[src/bcache_pkg.sv]
// bcache_pkg: widths, register indexes and shared types of the block cache
// with access-count replacement. No dependencies; every other file imports it.
package bcache_pkg;

  // Sizing
  localparam int SLOTS      = 2;
  localparam int MAX_BLOCKS = 1024;
  localparam int COUNT_BITS = 16;

  localparam int SLOT_W  = (SLOTS > 1) ? $clog2(SLOTS) : 1;
  localparam int BLK_W   = 10;
  localparam int BCNT_W  = 11;
  localparam int SCNT_W  = 2;
  localparam int TOTAL_W = 32;
  localparam int FLUSH_W = COUNT_BITS + 1 + SLOT_W;
  localparam int ADD_W   = ((FLUSH_W > TOTAL_W) ? FLUSH_W : TOTAL_W) + 1;

  // Configuration port
  localparam int CFG_IDX_W  = 2;
  localparam int CFG_DATA_W = 11;
  localparam logic [CFG_IDX_W-1:0] CFG_SLOTS_IN_USE  = 2'd0;
  localparam logic [CFG_IDX_W-1:0] CFG_BLOCKS_IN_USE = 2'd1;

  localparam logic [SCNT_W-1:0]    SLOTS_RESET  = 2'd2;
  localparam logic [BCNT_W-1:0]    BLOCKS_RESET = 11'd1024;
  localparam logic [BCNT_W-1:0]    BLOCKS_MAX   = BCNT_W'(MAX_BLOCKS);
  localparam logic [COUNT_BITS-1:0] COUNT_MAX   = '1;
  localparam logic [TOTAL_W-1:0]   TOTAL_MAX    = '1;

  // Access kinds
  localparam logic OP_READ  = 1'b0;
  localparam logic OP_WRITE = 1'b1;

  // Controller to datapath commands
  typedef struct packed {
    logic load;    // capture the request
    logic eval;    // look up tags, pick victim, sum counters
    logic commit;  // update slot state, load the response register
  } cmd_t;

endpackage

[src/bcache_if.sv]
// bcache_if: valid/ready channel interfaces for requests, responses and
// configuration writes. Depends on bcache_pkg for field widths.
interface bcache_req_if;
  import bcache_pkg::*;
  logic             valid;
  logic             ready;
  logic             op;
  logic [BLK_W-1:0] block_index;
  modport source (output valid, op, block_index, input ready);
  modport sink   (input valid, op, block_index, output ready);
endinterface

interface bcache_rsp_if;
  import bcache_pkg::*;
  logic               valid;
  logic               ready;
  logic               hit;
  logic               slot;
  logic               writeback;
  logic [BLK_W-1:0]   writeback_block;
  logic               range_error;
  logic [TOTAL_W-1:0] hit_total;
  logic [TOTAL_W-1:0] miss_total;
  modport source (output valid, hit, slot, writeback, writeback_block, range_error,
                  hit_total, miss_total, input ready);
  modport sink   (input valid, hit, slot, writeback, writeback_block, range_error,
                  hit_total, miss_total, output ready);
endinterface

interface bcache_cfg_if;
  import bcache_pkg::*;
  logic                  valid;
  logic                  ready;
  logic [CFG_IDX_W-1:0]  index;
  logic [CFG_DATA_W-1:0] data;
  modport source (output valid, index, data, input ready);
  modport sink   (input valid, index, data, output ready);
endinterface

[src/bcache_ctrl.sv]
// bcache_ctrl: sequencer for one request at a time (idle, evaluate, commit)
// and owner of the response valid flag. Depends on bcache_pkg.
module bcache_ctrl (
  input  logic              clk_i,
  input  logic              rst_ni,
  input  logic              req_valid_i,
  input  logic              rsp_ready_i,
  output logic              req_ready_o,
  output logic              rsp_valid_o,
  output bcache_pkg::cmd_t  cmd_o
);
  import bcache_pkg::*;

  typedef enum logic [1:0] {
    S_IDLE,
    S_EVAL,
    S_COMMIT
  } state_e;

  state_e state_q;
  logic   rsp_valid_q;
  logic   commit_go;
  logic   req_fire;

  // Commit only when the response register is free or being drained
  assign commit_go   = (state_q == S_COMMIT) && (!rsp_valid_q || rsp_ready_i);
  // A new request may enter in the same cycle the previous one commits
  assign req_ready_o = (state_q == S_IDLE) || commit_go;
  assign req_fire    = req_valid_i && req_ready_o;

  assign cmd_o.load   = req_fire;
  assign cmd_o.eval   = (state_q == S_EVAL);
  assign cmd_o.commit = commit_go;
  assign rsp_valid_o  = rsp_valid_q;

  // State and response valid
  always_ff @(posedge clk_i or negedge rst_ni) begin
    if (!rst_ni) begin
      state_q     <= S_IDLE;
      rsp_valid_q <= 1'b0;
    end else begin
      case (state_q)
        S_IDLE: begin
          if (req_fire) state_q <= S_EVAL;
        end
        S_EVAL: begin
          state_q <= S_COMMIT;
        end
        S_COMMIT: begin
          if (commit_go) state_q <= req_fire ? S_EVAL : S_IDLE;
        end
        default: begin
          state_q <= S_IDLE;
        end
      endcase

      if (commit_go) begin
        rsp_valid_q <= 1'b1;
      end else if (rsp_valid_q && rsp_ready_i) begin
        rsp_valid_q <= 1'b0;
      end
    end
  end

endmodule

[src/bcache_dp.sv]
// bcache_dp: slot tags, access counters, dirty marks, totals, configuration
// registers and the response register. Depends on bcache_pkg.
module bcache_dp (
  input  logic                                clk_i,
  input  logic                                rst_ni,
  input  bcache_pkg::cmd_t                    cmd_i,
  input  logic                                req_op_i,
  input  logic [bcache_pkg::BLK_W-1:0]        req_block_i,
  input  logic                                cfg_valid_i,
  input  logic [bcache_pkg::CFG_IDX_W-1:0]    cfg_index_i,
  input  logic [bcache_pkg::CFG_DATA_W-1:0]   cfg_data_i,
  output logic                                cfg_ready_o,
  output logic                                rsp_hit_o,
  output logic                                rsp_slot_o,
  output logic                                rsp_writeback_o,
  output logic [bcache_pkg::BLK_W-1:0]        rsp_wb_block_o,
  output logic                                rsp_range_error_o,
  output logic [bcache_pkg::TOTAL_W-1:0]      rsp_hit_total_o,
  output logic [bcache_pkg::TOTAL_W-1:0]      rsp_miss_total_o
);
  import bcache_pkg::*;

  // Configuration registers
  logic [SCNT_W-1:0] slots_q;
  logic [BCNT_W-1:0] blocks_q;

  // Slot state
  logic [BLK_W-1:0]      tag_q    [SLOTS];
  logic [COUNT_BITS-1:0] reads_q  [SLOTS];
  logic [COUNT_BITS-1:0] writes_q [SLOTS];
  logic [SLOTS-1:0]      dirty_q;
  logic [TOTAL_W-1:0]    hits_q;
  logic [TOTAL_W-1:0]    misses_q;

  // Captured request and evaluation results
  logic               op_q;
  logic [BLK_W-1:0]   blk_q;
  logic               rerr_q;
  logic               hit_q;
  logic [SLOT_W-1:0]  slot_q;
  logic [FLUSH_W-1:0] flush_q;

  // Evaluation logic
  logic [SLOTS-1:0]   active;
  logic [BCNT_W-1:0]  limit;
  logic               rerr_d;
  logic               hit_d;
  logic [SLOT_W-1:0]  hit_slot;
  logic [SLOT_W-1:0]  best;
  logic [FLUSH_W-1:0] flush_d;

  // Commit logic
  logic [ADD_W-1:0]   hits_sum;
  logic [TOTAL_W-1:0] hits_next;
  logic [TOTAL_W-1:0] misses_next;
  logic               do_hit;
  logic               do_miss;

  assign cfg_ready_o = 1'b1;

  // Active slots: slot 0 always, others below the configured count
  always_comb begin
    for (int i = 0; i < SLOTS; i++) begin
      active[i] = (i == 0) || (int'(slots_q) > i);
    end
  end

  assign limit  = (blocks_q > BLOCKS_MAX) ? BLOCKS_MAX : blocks_q;
  assign rerr_d = (BCNT_W'(blk_q) >= limit);

  // Tag search: lowest active matching slot wins
  always_comb begin
    hit_d    = 1'b0;
    hit_slot = '0;
    for (int i = 0; i < SLOTS; i++) begin
      if (!hit_d && active[i] && (tag_q[i] == blk_q)) begin
        hit_d    = 1'b1;
        hit_slot = SLOT_W'(i);
      end
    end
  end

  // Victim scan from slot 0
  always_comb begin
    best = '0;
    for (int i = 1; i < SLOTS; i++) begin
      if (active[i] &&
          (((writes_q[i] != '0) && (writes_q[i] < writes_q[best])) ||
           ((writes_q[i] == '0) && (reads_q[i] < reads_q[best])))) begin
        best = SLOT_W'(i);
      end
    end
  end

  // Sum of all active counters for the miss flush
  always_comb begin
    flush_d = '0;
    for (int i = 0; i < SLOTS; i++) begin
      if (active[i]) begin
        flush_d = flush_d + FLUSH_W'(reads_q[i]) + FLUSH_W'(writes_q[i]);
      end
    end
  end

  // Totals after this request
  assign do_hit   = !rerr_q && hit_q;
  assign do_miss  = !rerr_q && !hit_q;
  assign hits_sum = ADD_W'(hits_q) + ADD_W'(flush_q);
  assign hits_next = !do_miss ? hits_q :
                     (hits_sum > ADD_W'(TOTAL_MAX)) ? TOTAL_MAX : hits_sum[TOTAL_W-1:0];
  assign misses_next = !do_miss ? misses_q :
                       (misses_q == TOTAL_MAX) ? TOTAL_MAX : misses_q + 1'b1;

  // Configuration, slot state and totals
  always_ff @(posedge clk_i or negedge rst_ni) begin
    if (!rst_ni) begin
      slots_q  <= SLOTS_RESET;
      blocks_q <= BLOCKS_RESET;
      for (int i = 0; i < SLOTS; i++) begin
        tag_q[i]    <= BLK_W'(i);
        reads_q[i]  <= '0;
        writes_q[i] <= '0;
      end
      dirty_q  <= '0;
      hits_q   <= '0;
      misses_q <= '0;
    end else begin
      if (cfg_valid_i) begin
        case (cfg_index_i)
          CFG_SLOTS_IN_USE:  slots_q  <= cfg_data_i[SCNT_W-1:0];
          CFG_BLOCKS_IN_USE: blocks_q <= cfg_data_i;
          default: ;
        endcase
      end

      if (cmd_i.commit && do_hit) begin
        if (op_q == OP_WRITE) begin
          if (writes_q[slot_q] != COUNT_MAX) writes_q[slot_q] <= writes_q[slot_q] + 1'b1;
          dirty_q[slot_q] <= 1'b1;
        end else begin
          if (reads_q[slot_q] != COUNT_MAX) reads_q[slot_q] <= reads_q[slot_q] + 1'b1;
        end
      end

      if (cmd_i.commit && do_miss) begin
        // Flush active counters, then refill the victim and count the access
        for (int i = 0; i < SLOTS; i++) begin
          if (active[i]) begin
            reads_q[i]  <= '0;
            writes_q[i] <= '0;
          end
        end
        tag_q[slot_q]    <= blk_q;
        dirty_q[slot_q]  <= (op_q == OP_WRITE);
        writes_q[slot_q] <= COUNT_BITS'(op_q == OP_WRITE);
        reads_q[slot_q]  <= COUNT_BITS'(op_q == OP_READ);
        hits_q           <= hits_next;
        misses_q         <= misses_next;
      end
    end
  end

  // Request capture and evaluation stage (payload only)
  always_ff @(posedge clk_i) begin
    if (cmd_i.load) begin
      op_q  <= req_op_i;
      blk_q <= req_block_i;
    end
    if (cmd_i.eval) begin
      rerr_q  <= rerr_d;
      hit_q   <= hit_d;
      slot_q  <= hit_d ? hit_slot : best;
      flush_q <= flush_d;
    end
  end

  // Response register
  always_ff @(posedge clk_i) begin
    if (cmd_i.commit) begin
      rsp_hit_o         <= do_hit;
      rsp_slot_o        <= rerr_q ? 1'b0 : slot_q[0];
      rsp_writeback_o   <= do_miss && dirty_q[slot_q];
      rsp_wb_block_o    <= do_miss ? tag_q[slot_q] : '0;
      rsp_range_error_o <= rerr_q;
      rsp_hit_total_o   <= hits_next;
      rsp_miss_total_o  <= misses_next;
    end
  end

endmodule

[src/block_cache_access_count_replacement.sv]
// block_cache_access_count_replacement: top level of the block cache with
// access-count replacement. Depends on bcache_pkg, bcache_if, bcache_ctrl, bcache_dp.
//
//   channel  dir  handshake      payload
//   req_i    in   valid/ready    op, block_index
//   rsp_o    out  valid/ready    hit, slot, writeback, writeback_block,
//                                range_error, hit_total, miss_total
//   cfg_i    in   valid/ready    index (0 slots_in_use, 1 blocks_in_use), data
//
// Each request has an evaluate step, which searches tags, picks the victim and sums
// the counters, and a commit step, which updates slot state and loads the response
// register. A new request is taken in the commit step of the previous one, so
// back-to-back requests overlap. The response register stalls the commit step while a
// response is still waiting. Reset restores slot i to block i, zero counters.
module block_cache_access_count_replacement (
  input  logic       clk_i,
  input  logic       rst_ni,
  bcache_req_if.sink   req_i,
  bcache_rsp_if.source rsp_o,
  bcache_cfg_if.sink   cfg_i
);
  import bcache_pkg::*;

  cmd_t cmd;

  bcache_ctrl u_ctrl (
    .clk_i       (clk_i),
    .rst_ni      (rst_ni),
    .req_valid_i (req_i.valid),
    .rsp_ready_i (rsp_o.ready),
    .req_ready_o (req_i.ready),
    .rsp_valid_o (rsp_o.valid),
    .cmd_o       (cmd)
  );

  bcache_dp u_dp (
    .clk_i             (clk_i),
    .rst_ni            (rst_ni),
    .cmd_i             (cmd),
    .req_op_i          (req_i.op),
    .req_block_i       (req_i.block_index),
    .cfg_valid_i       (cfg_i.valid),
    .cfg_index_i       (cfg_i.index),
    .cfg_data_i        (cfg_i.data),
    .cfg_ready_o       (cfg_i.ready),
    .rsp_hit_o         (rsp_o.hit),
    .rsp_slot_o        (rsp_o.slot),
    .rsp_writeback_o   (rsp_o.writeback),
    .rsp_wb_block_o    (rsp_o.writeback_block),
    .rsp_range_error_o (rsp_o.range_error),
    .rsp_hit_total_o   (rsp_o.hit_total),
    .rsp_miss_total_o  (rsp_o.miss_total)
  );

`ifndef SYNTHESIS
  // One request in flight: no new request right after one is taken
  a_one_in_flight: assert property (@(posedge clk_i) disable iff (!rst_ni)
    (req_i.valid && req_i.ready) |=> !req_i.ready)
    else $error("request accepted while previous one still evaluating");

  // A hit or a range error never reports a writeback
  a_no_wb_on_hit: assert property (@(posedge clk_i) disable iff (!rst_ni)
    (rsp_o.valid && (rsp_o.hit || rsp_o.range_error)) |-> !rsp_o.writeback)
    else $error("writeback flagged on hit or range error");

  // Miss total never decreases from one shown response to the next
  a_miss_monotonic: assert property (@(posedge clk_i) disable iff (!rst_ni)
    (rsp_o.valid && $past(rsp_o.valid)) |-> (rsp_o.miss_total >= $past(rsp_o.miss_total)))
    else $error("miss total decreased");
`endif

endmodule
[src/flat_wrapper.sv]
// flat-port wrapper written by rule: the top's interface ports become plain ports
module block_cache_access_count_replacement_flat import bcache_pkg::*;
  (clk_i, rst_ni, req_i_valid, req_i_op, req_i_block_index, req_i_ready, rsp_o_valid, rsp_o_hit, rsp_o_slot, rsp_o_writeback, rsp_o_writeback_block, rsp_o_range_error, rsp_o_hit_total, rsp_o_miss_total, rsp_o_ready, cfg_i_valid, cfg_i_index, cfg_i_data, cfg_i_ready);
  bcache_req_if req_i_i ();
  bcache_rsp_if rsp_o_i ();
  bcache_cfg_if cfg_i_i ();
  input  logic clk_i;
  input  logic rst_ni;
  input wire logic [$bits(req_i_i.valid)-1:0] req_i_valid;
  input wire logic [$bits(req_i_i.op)-1:0] req_i_op;
  input wire logic [$bits(req_i_i.block_index)-1:0] req_i_block_index;
  output wire logic [$bits(req_i_i.ready)-1:0] req_i_ready;
  output wire logic [$bits(rsp_o_i.valid)-1:0] rsp_o_valid;
  output wire logic [$bits(rsp_o_i.hit)-1:0] rsp_o_hit;
  output wire logic [$bits(rsp_o_i.slot)-1:0] rsp_o_slot;
  output wire logic [$bits(rsp_o_i.writeback)-1:0] rsp_o_writeback;
  output wire logic [$bits(rsp_o_i.writeback_block)-1:0] rsp_o_writeback_block;
  output wire logic [$bits(rsp_o_i.range_error)-1:0] rsp_o_range_error;
  output wire logic [$bits(rsp_o_i.hit_total)-1:0] rsp_o_hit_total;
  output wire logic [$bits(rsp_o_i.miss_total)-1:0] rsp_o_miss_total;
  input wire logic [$bits(rsp_o_i.ready)-1:0] rsp_o_ready;
  input wire logic [$bits(cfg_i_i.valid)-1:0] cfg_i_valid;
  input wire logic [$bits(cfg_i_i.index)-1:0] cfg_i_index;
  input wire logic [$bits(cfg_i_i.data)-1:0] cfg_i_data;
  output wire logic [$bits(cfg_i_i.ready)-1:0] cfg_i_ready;
  assign req_i_i.valid = req_i_valid;
  assign req_i_i.op = req_i_op;
  assign req_i_i.block_index = req_i_block_index;
  assign req_i_ready = req_i_i.ready;
  assign rsp_o_valid = rsp_o_i.valid;
  assign rsp_o_hit = rsp_o_i.hit;
  assign rsp_o_slot = rsp_o_i.slot;
  assign rsp_o_writeback = rsp_o_i.writeback;
  assign rsp_o_writeback_block = rsp_o_i.writeback_block;
  assign rsp_o_range_error = rsp_o_i.range_error;
  assign rsp_o_hit_total = rsp_o_i.hit_total;
  assign rsp_o_miss_total = rsp_o_i.miss_total;
  assign rsp_o_i.ready = rsp_o_ready;
  assign cfg_i_i.valid = cfg_i_valid;
  assign cfg_i_i.index = cfg_i_index;
  assign cfg_i_i.data = cfg_i_data;
  assign cfg_i_ready = cfg_i_i.ready;
  block_cache_access_count_replacement u_core (.clk_i(clk_i), .rst_ni(rst_ni), .req_i(req_i_i), .rsp_o(rsp_o_i), .cfg_i(cfg_i_i));
endmodule
[config.mk]
export PLATFORM = sky130hd
export DESIGN_NAME = block_cache_access_count_replacement_flat
export DESIGN_NICKNAME = d
export VERILOG_FILES = /design/src/bcache_pkg.sv /design/src/bcache_if.sv /design/src/bcache_ctrl.sv /design/src/bcache_dp.sv /design/src/block_cache_access_count_replacement.sv /design/src/flat_wrapper.sv
export SDC_FILE = /design/constraint.sdc
export NUM_CORES = 1
export LEC_CHECK = 0
export BUFFER_PORTS_ARGS = -buffer_cell sky130_fd_sc_hd__buf_2
export CORE_MARGIN = 2
export CORE_UTILIZATION = 45
export CTS_CLUSTER_SIZE = 10
export DETAILED_ROUTE_END_ITERATION = 12
export HOLD_SLACK_MARGIN = 0.08
export MAX_ROUTING_LAYER = met4
export SLEW_MARGIN = 30
export SYNTH_ARGS = -nofsm -noshare
export SYNTH_HDL_FRONTEND = slang
export SYNTH_SLANG_ARGS = --single-unit
[constraint.sdc]
create_clock -name clk_i -period 4.81 [get_ports clk_i]
set_input_delay 0.7215 -clock clk_i [delete_from_list [all_inputs] [get_ports clk_i]]
set_output_delay 0.7215 -clock clk_i [all_outputs]
set_load 0.01 [all_outputs]
==> qor.yml <==
layout:
  drive_above_1_share_pct: 14.81
  n_fill_cell: 3375
  nets: 1957
  diodes: 0
  final_area_sq_um: 18920
  area_delta_synth_final_pct: 12.50
  regArea_sq_um: 7436
  multi_input_comb_area_sq_um: 8677
  stdcell_count: 2311
power:
  power_leakage_uw: 0.008366
  peakVddDrop_mv: 0.2454
  power_frac_comb_pct: 35.0
  p_int_uw: 5736
  clock_power_share_pct: 27.0
  power_switching_share_pct: 35.52
  seq_power_share_pct: 38.0
  powerDensity_nw_per_um2: 470.2
  switchingPower_uw: 3161
timing:
  slew_headroom_pct: 38.67
  finalSetupViolCount: 0
  holdWs_ps: 89.09
  max_slew.worst_pin.slew_ps: 917.6
  setup_tns_ps: 0
  period_minus_slack_ps: 4492
  rsz0062_at_grt: "no"
  fmax_ghz: 0.2226
  final_max_slew_viol_count: 0
  clock_skew_ps: 14.81
  hold_viol: 0
  min_period_over_period_pct: 93.38
placed_design:
  post-place-cells: 2245
  gp_congestion: 0.9069
  dp_hpwl_mm: 29.25
  io_buffer_count: 108
  place_area_sq_um: 17830
route:
  num_vias: 12770
  drtPass1Iterations: 5
  postRouteAntennaNets: 0
  drt_iter0_drc: 683
  routed_wl_mm: 40.31
  drcViolationCount: 0
  avgRoutedWirePerCell_microns: 17.44
  viasPerCell: 5.524
die:
  die_h_microns: 197.3
  coreArea_sq_um: 36700
  start_util_pct: 45.84
  die_x_microns: 197.3
  io-pin-count: 110
  design.die.area_sq_um: 38940
  num_rows: 70
yosys:
  synth_top_family_by_area: "simple AND/OR/NAND/NOR gates"
  ys_types: 94
  synthXorXnorAreaFrac_pct: 5.884
  ys_warn_count: 0
  synthSimpleGateAreaFrac_pct: 16.48
  yosys-top-cells-area: "dfrtp_1 24%, edfxtp_1 20%, ha_1 6.9%, nand2_1 4.6%, xnor2_1 3.5%"
  synth_fa_ha_area_share_pct: 9.179
  synthFlopType: "dfrtp_1"
  synth_cells: 1711
  synth_compound_area_share_pct: 14.21
  mappedNetlistArea_sq_um: 16820
  synth_top_area_share_pct: 24.10
  ys_seq_area_share_pct: 44.21
  synth.largest_area_cell: "dfrtp_1"
  synth_async_sr_flop_share_pct: 60.00
  synthMuxAreaShare_pct: 5.527
  ys_ff_latch: 275
  postSynthNetCount: 1852
  synth_edf_count: 110
  syn_area_per_cell_sq_um: 9.831
global_route:
  grt_pass1_wl_mm: 65.47
  grt_overflow_total: 0
  grt_pass1_vias: 12380
  antenna_found_initial: 0
  grt_max_degree: 87
  grtUsageTotal_pct: 21.60
worst_setup_path:
  crit_type: "reg2reg"
  worstPathArrival_ps: 4760
  crit_fanout: 6
  critical_path.endpoint: "u_core.u_dp.flush_q[16]"
  reg2reg_depth: 19
  end_kind: "flop"
  rr_endpoint: "u_core.u_dp.flush_q[16]"
  cp-startpoint: "u_core.u_dp.writes_q[16]"
  worstPathRequired_ps: 5080
  cp-start-kind: "flop"
  r2r_slack_ps: 320
  r2r-start: "u_core.u_dp.writes_q[16]"
cts:
  cts_tree: "built"
  cts_sinks: 275
  cts-htree-levels: 2
  insertion_delay_ps: 520
  cts_buffers: 35
  clk_pin_slew_ps: 60
  clock_path_buffers: 3
  clockRootBuffer: "clkbuf_16"
hold_path:
  hold_class: "in2async"
run:
  drv_cap: 0
status:
  status: "complete, no violations"
## kinds of logic (layout without fill, tap and decap cells)
family                     Yosys count  in the layout
muxes                               86             86
adders and majority gates          112            112
xor gates and xnor gates           113            113
DFF                                275            275
other                                1              1
AOI/OAI and AO/OA                  377            377
and+or+nand+nor                    567            567
buffers and inverters              180            312
## worst max-delay path: stages, from the launching register on
cell	delay [ps]
dfrtp_1	440
ha_1	230
inv_1	80
fa_1	210
nor2b_1	80
o31a_1	290
o21a_1	240
o31ai_2	240
nand2_1	100
xnor2_1	150
fa_1	510
inv_1	50
ha_1	340
and2_1	180
nor2b_1	150
and3_1	180
a21oi_1	210
a31oi_1	140
xor2_1	150
mux2_2	260
## synthesized netlist by cell type (all sizes together) (11+ instances only)
cell type and count:
a211o 12, fa 19, and2 12, dfrtp 162
nor3 26, buf 34, nor2 129, ha 93
mux2 52, a21o 17, o21ai 119, edfxtp 110
a21oi 98, xnor2 67, mux2i 34, a211oi 13
clkbuf 30, nand3b 12, nand4 20, and3 29
a31oi 31, nor4 13, xor2 46, inv 116
o21a 12, nand2b 25, nand2 209, o31ai 14
nor2b 17, nand3 42, and4 13, a22o 11
## through the flow
stage | power [uW] | util (%) | setup WS [ps]
global route | 9546 | 51.57 | 58.74
detailed placement | 6516 | 48.57 | 256.7
floorplan | 5699 | - | 740.2
CTS | 8964 | 51.41 | 225.3
finish | 8897 | 51.57 | 318.3
global placement | 6426 | 48.54 | 395.9
## timing repair
action,4_1_cts,5_1_grt
resized for setup,0,3
setup endpoints to repair,0,4
buffers inserted,0,1
hold buffers,0,0
## power groups by stage
stage | clock network, uW | registers [uW] | logic, uW
after global placement | 0 | 3400 | 3020
after detailed placement | 0 | 3420 | 3100
after global routing | 2560 | 3440 | 3540
after CTS | 2470 | 3380 | 3120
final | 2400 | 3380 | 3110
after floorplan | 0 | 3310 | 2390
## layer usage
metal / track usage, % / vias up / share of wire, %
met4: 5.458 / 0 / 2.1
met5: - / - / 0
li1: - / 6285 / -
met3: 2.612 / 54 / 4.2
met1: 29.42 / 6165 / 47
met2: 34.48 / 262 / 47
## placed cells by master (no fill, tap or decap), types with 9 or more instances in the layout
cell type and count:
inv_1 115, xnor2_1 67, clkbuf_16 36, nand3b_1 11
nand4_1 19, xor2_1 46, and2_1 12, buf_4 23
clkbuf_1 21, nor2b_1 16, nor4_1 9, a31oi_1 31
nand3_1 42, a211oi_1 12, nor3_1 25, buf_2 107
fa_1 19, nand2b_1 24, and3_1 28, a211o_1 12
mux2i_1 34, o21a_1 12, a22o_1 11, o21ai_0 114
edfxtp_1 110, dfrtp_1 162, a21o_1 17, ha_1 93
nor2_1 123, mux2_2 50, o31ai_1 12, nand2_1 207
and4_1 12, a21oi_1 96
## worst min path at each step
stage	start	to	slack, ps
CTS	rst_ni	u_core.u_dp.writes_q[30]	310
global route	rst_ni	u_core.u_dp.blocks_q[6]	100
finish	rst_ni	u_core.u_dp.writes_q[30]	90
global placement	flop	flop	490
floorplan	rst_ni	async pin	430
detailed placement	flop	flop	490
## state kept, by name, summed over array words and instances, names as in the netlist, named ones only
| signal | flops |
|---|---|
| u_core.u_dp.hits_q | 32 |
| u_core.u_dp.rsp_slot_o | 1 |
| u_core.u_dp.tag_q | 20 |
| u_core.u_dp.rsp_range_error_o | 1 |
| u_core.u_dp.misses_q | 32 |
| u_core.u_dp.rerr_q | 1 |
| u_core.u_dp.rsp_writeback_o | 1 |
| u_core.u_dp.blocks_q | 11 |
| u_core.u_dp.rsp_hit_total_o | 32 |
| u_core.u_dp.blk_q | 10 |
| u_core.u_dp.rsp_wb_block_o | 10 |
| u_core.u_dp.op_q | 1 |
| u_core.u_dp.rsp_hit_o | 1 |
| u_core.u_dp.slots_q | 1 |
| u_core.u_ctrl.rsp_valid_o | 1 |
| u_core.u_dp.flush_q | 18 |
| u_core.u_dp.reads_q | 32 |
| u_core.u_dp.writes_q | 32 |
| u_core.u_dp.rsp_miss_total_o | 32 |
| u_core.u_dp.slot_q | 1 |
| u_core.u_dp.hit_q | 1 |
| u_core.u_ctrl.state_q | 2 |
## final cells by class
| type | instances | area share (%) |
|---|---|---|
| inverters | 116 | 2.308 |
| clock buffers | 58 | 5.250 |
| well taps | 468 | 3.094 |
| multi-input cells | 1256 | 45.85 |
| clock inverters | 6 | 0.2513 |
| repair buffers | 132 | 3.947 |
| flip-flops and latches | 275 | 39.30 |
(Power assumes the default switching activity.)
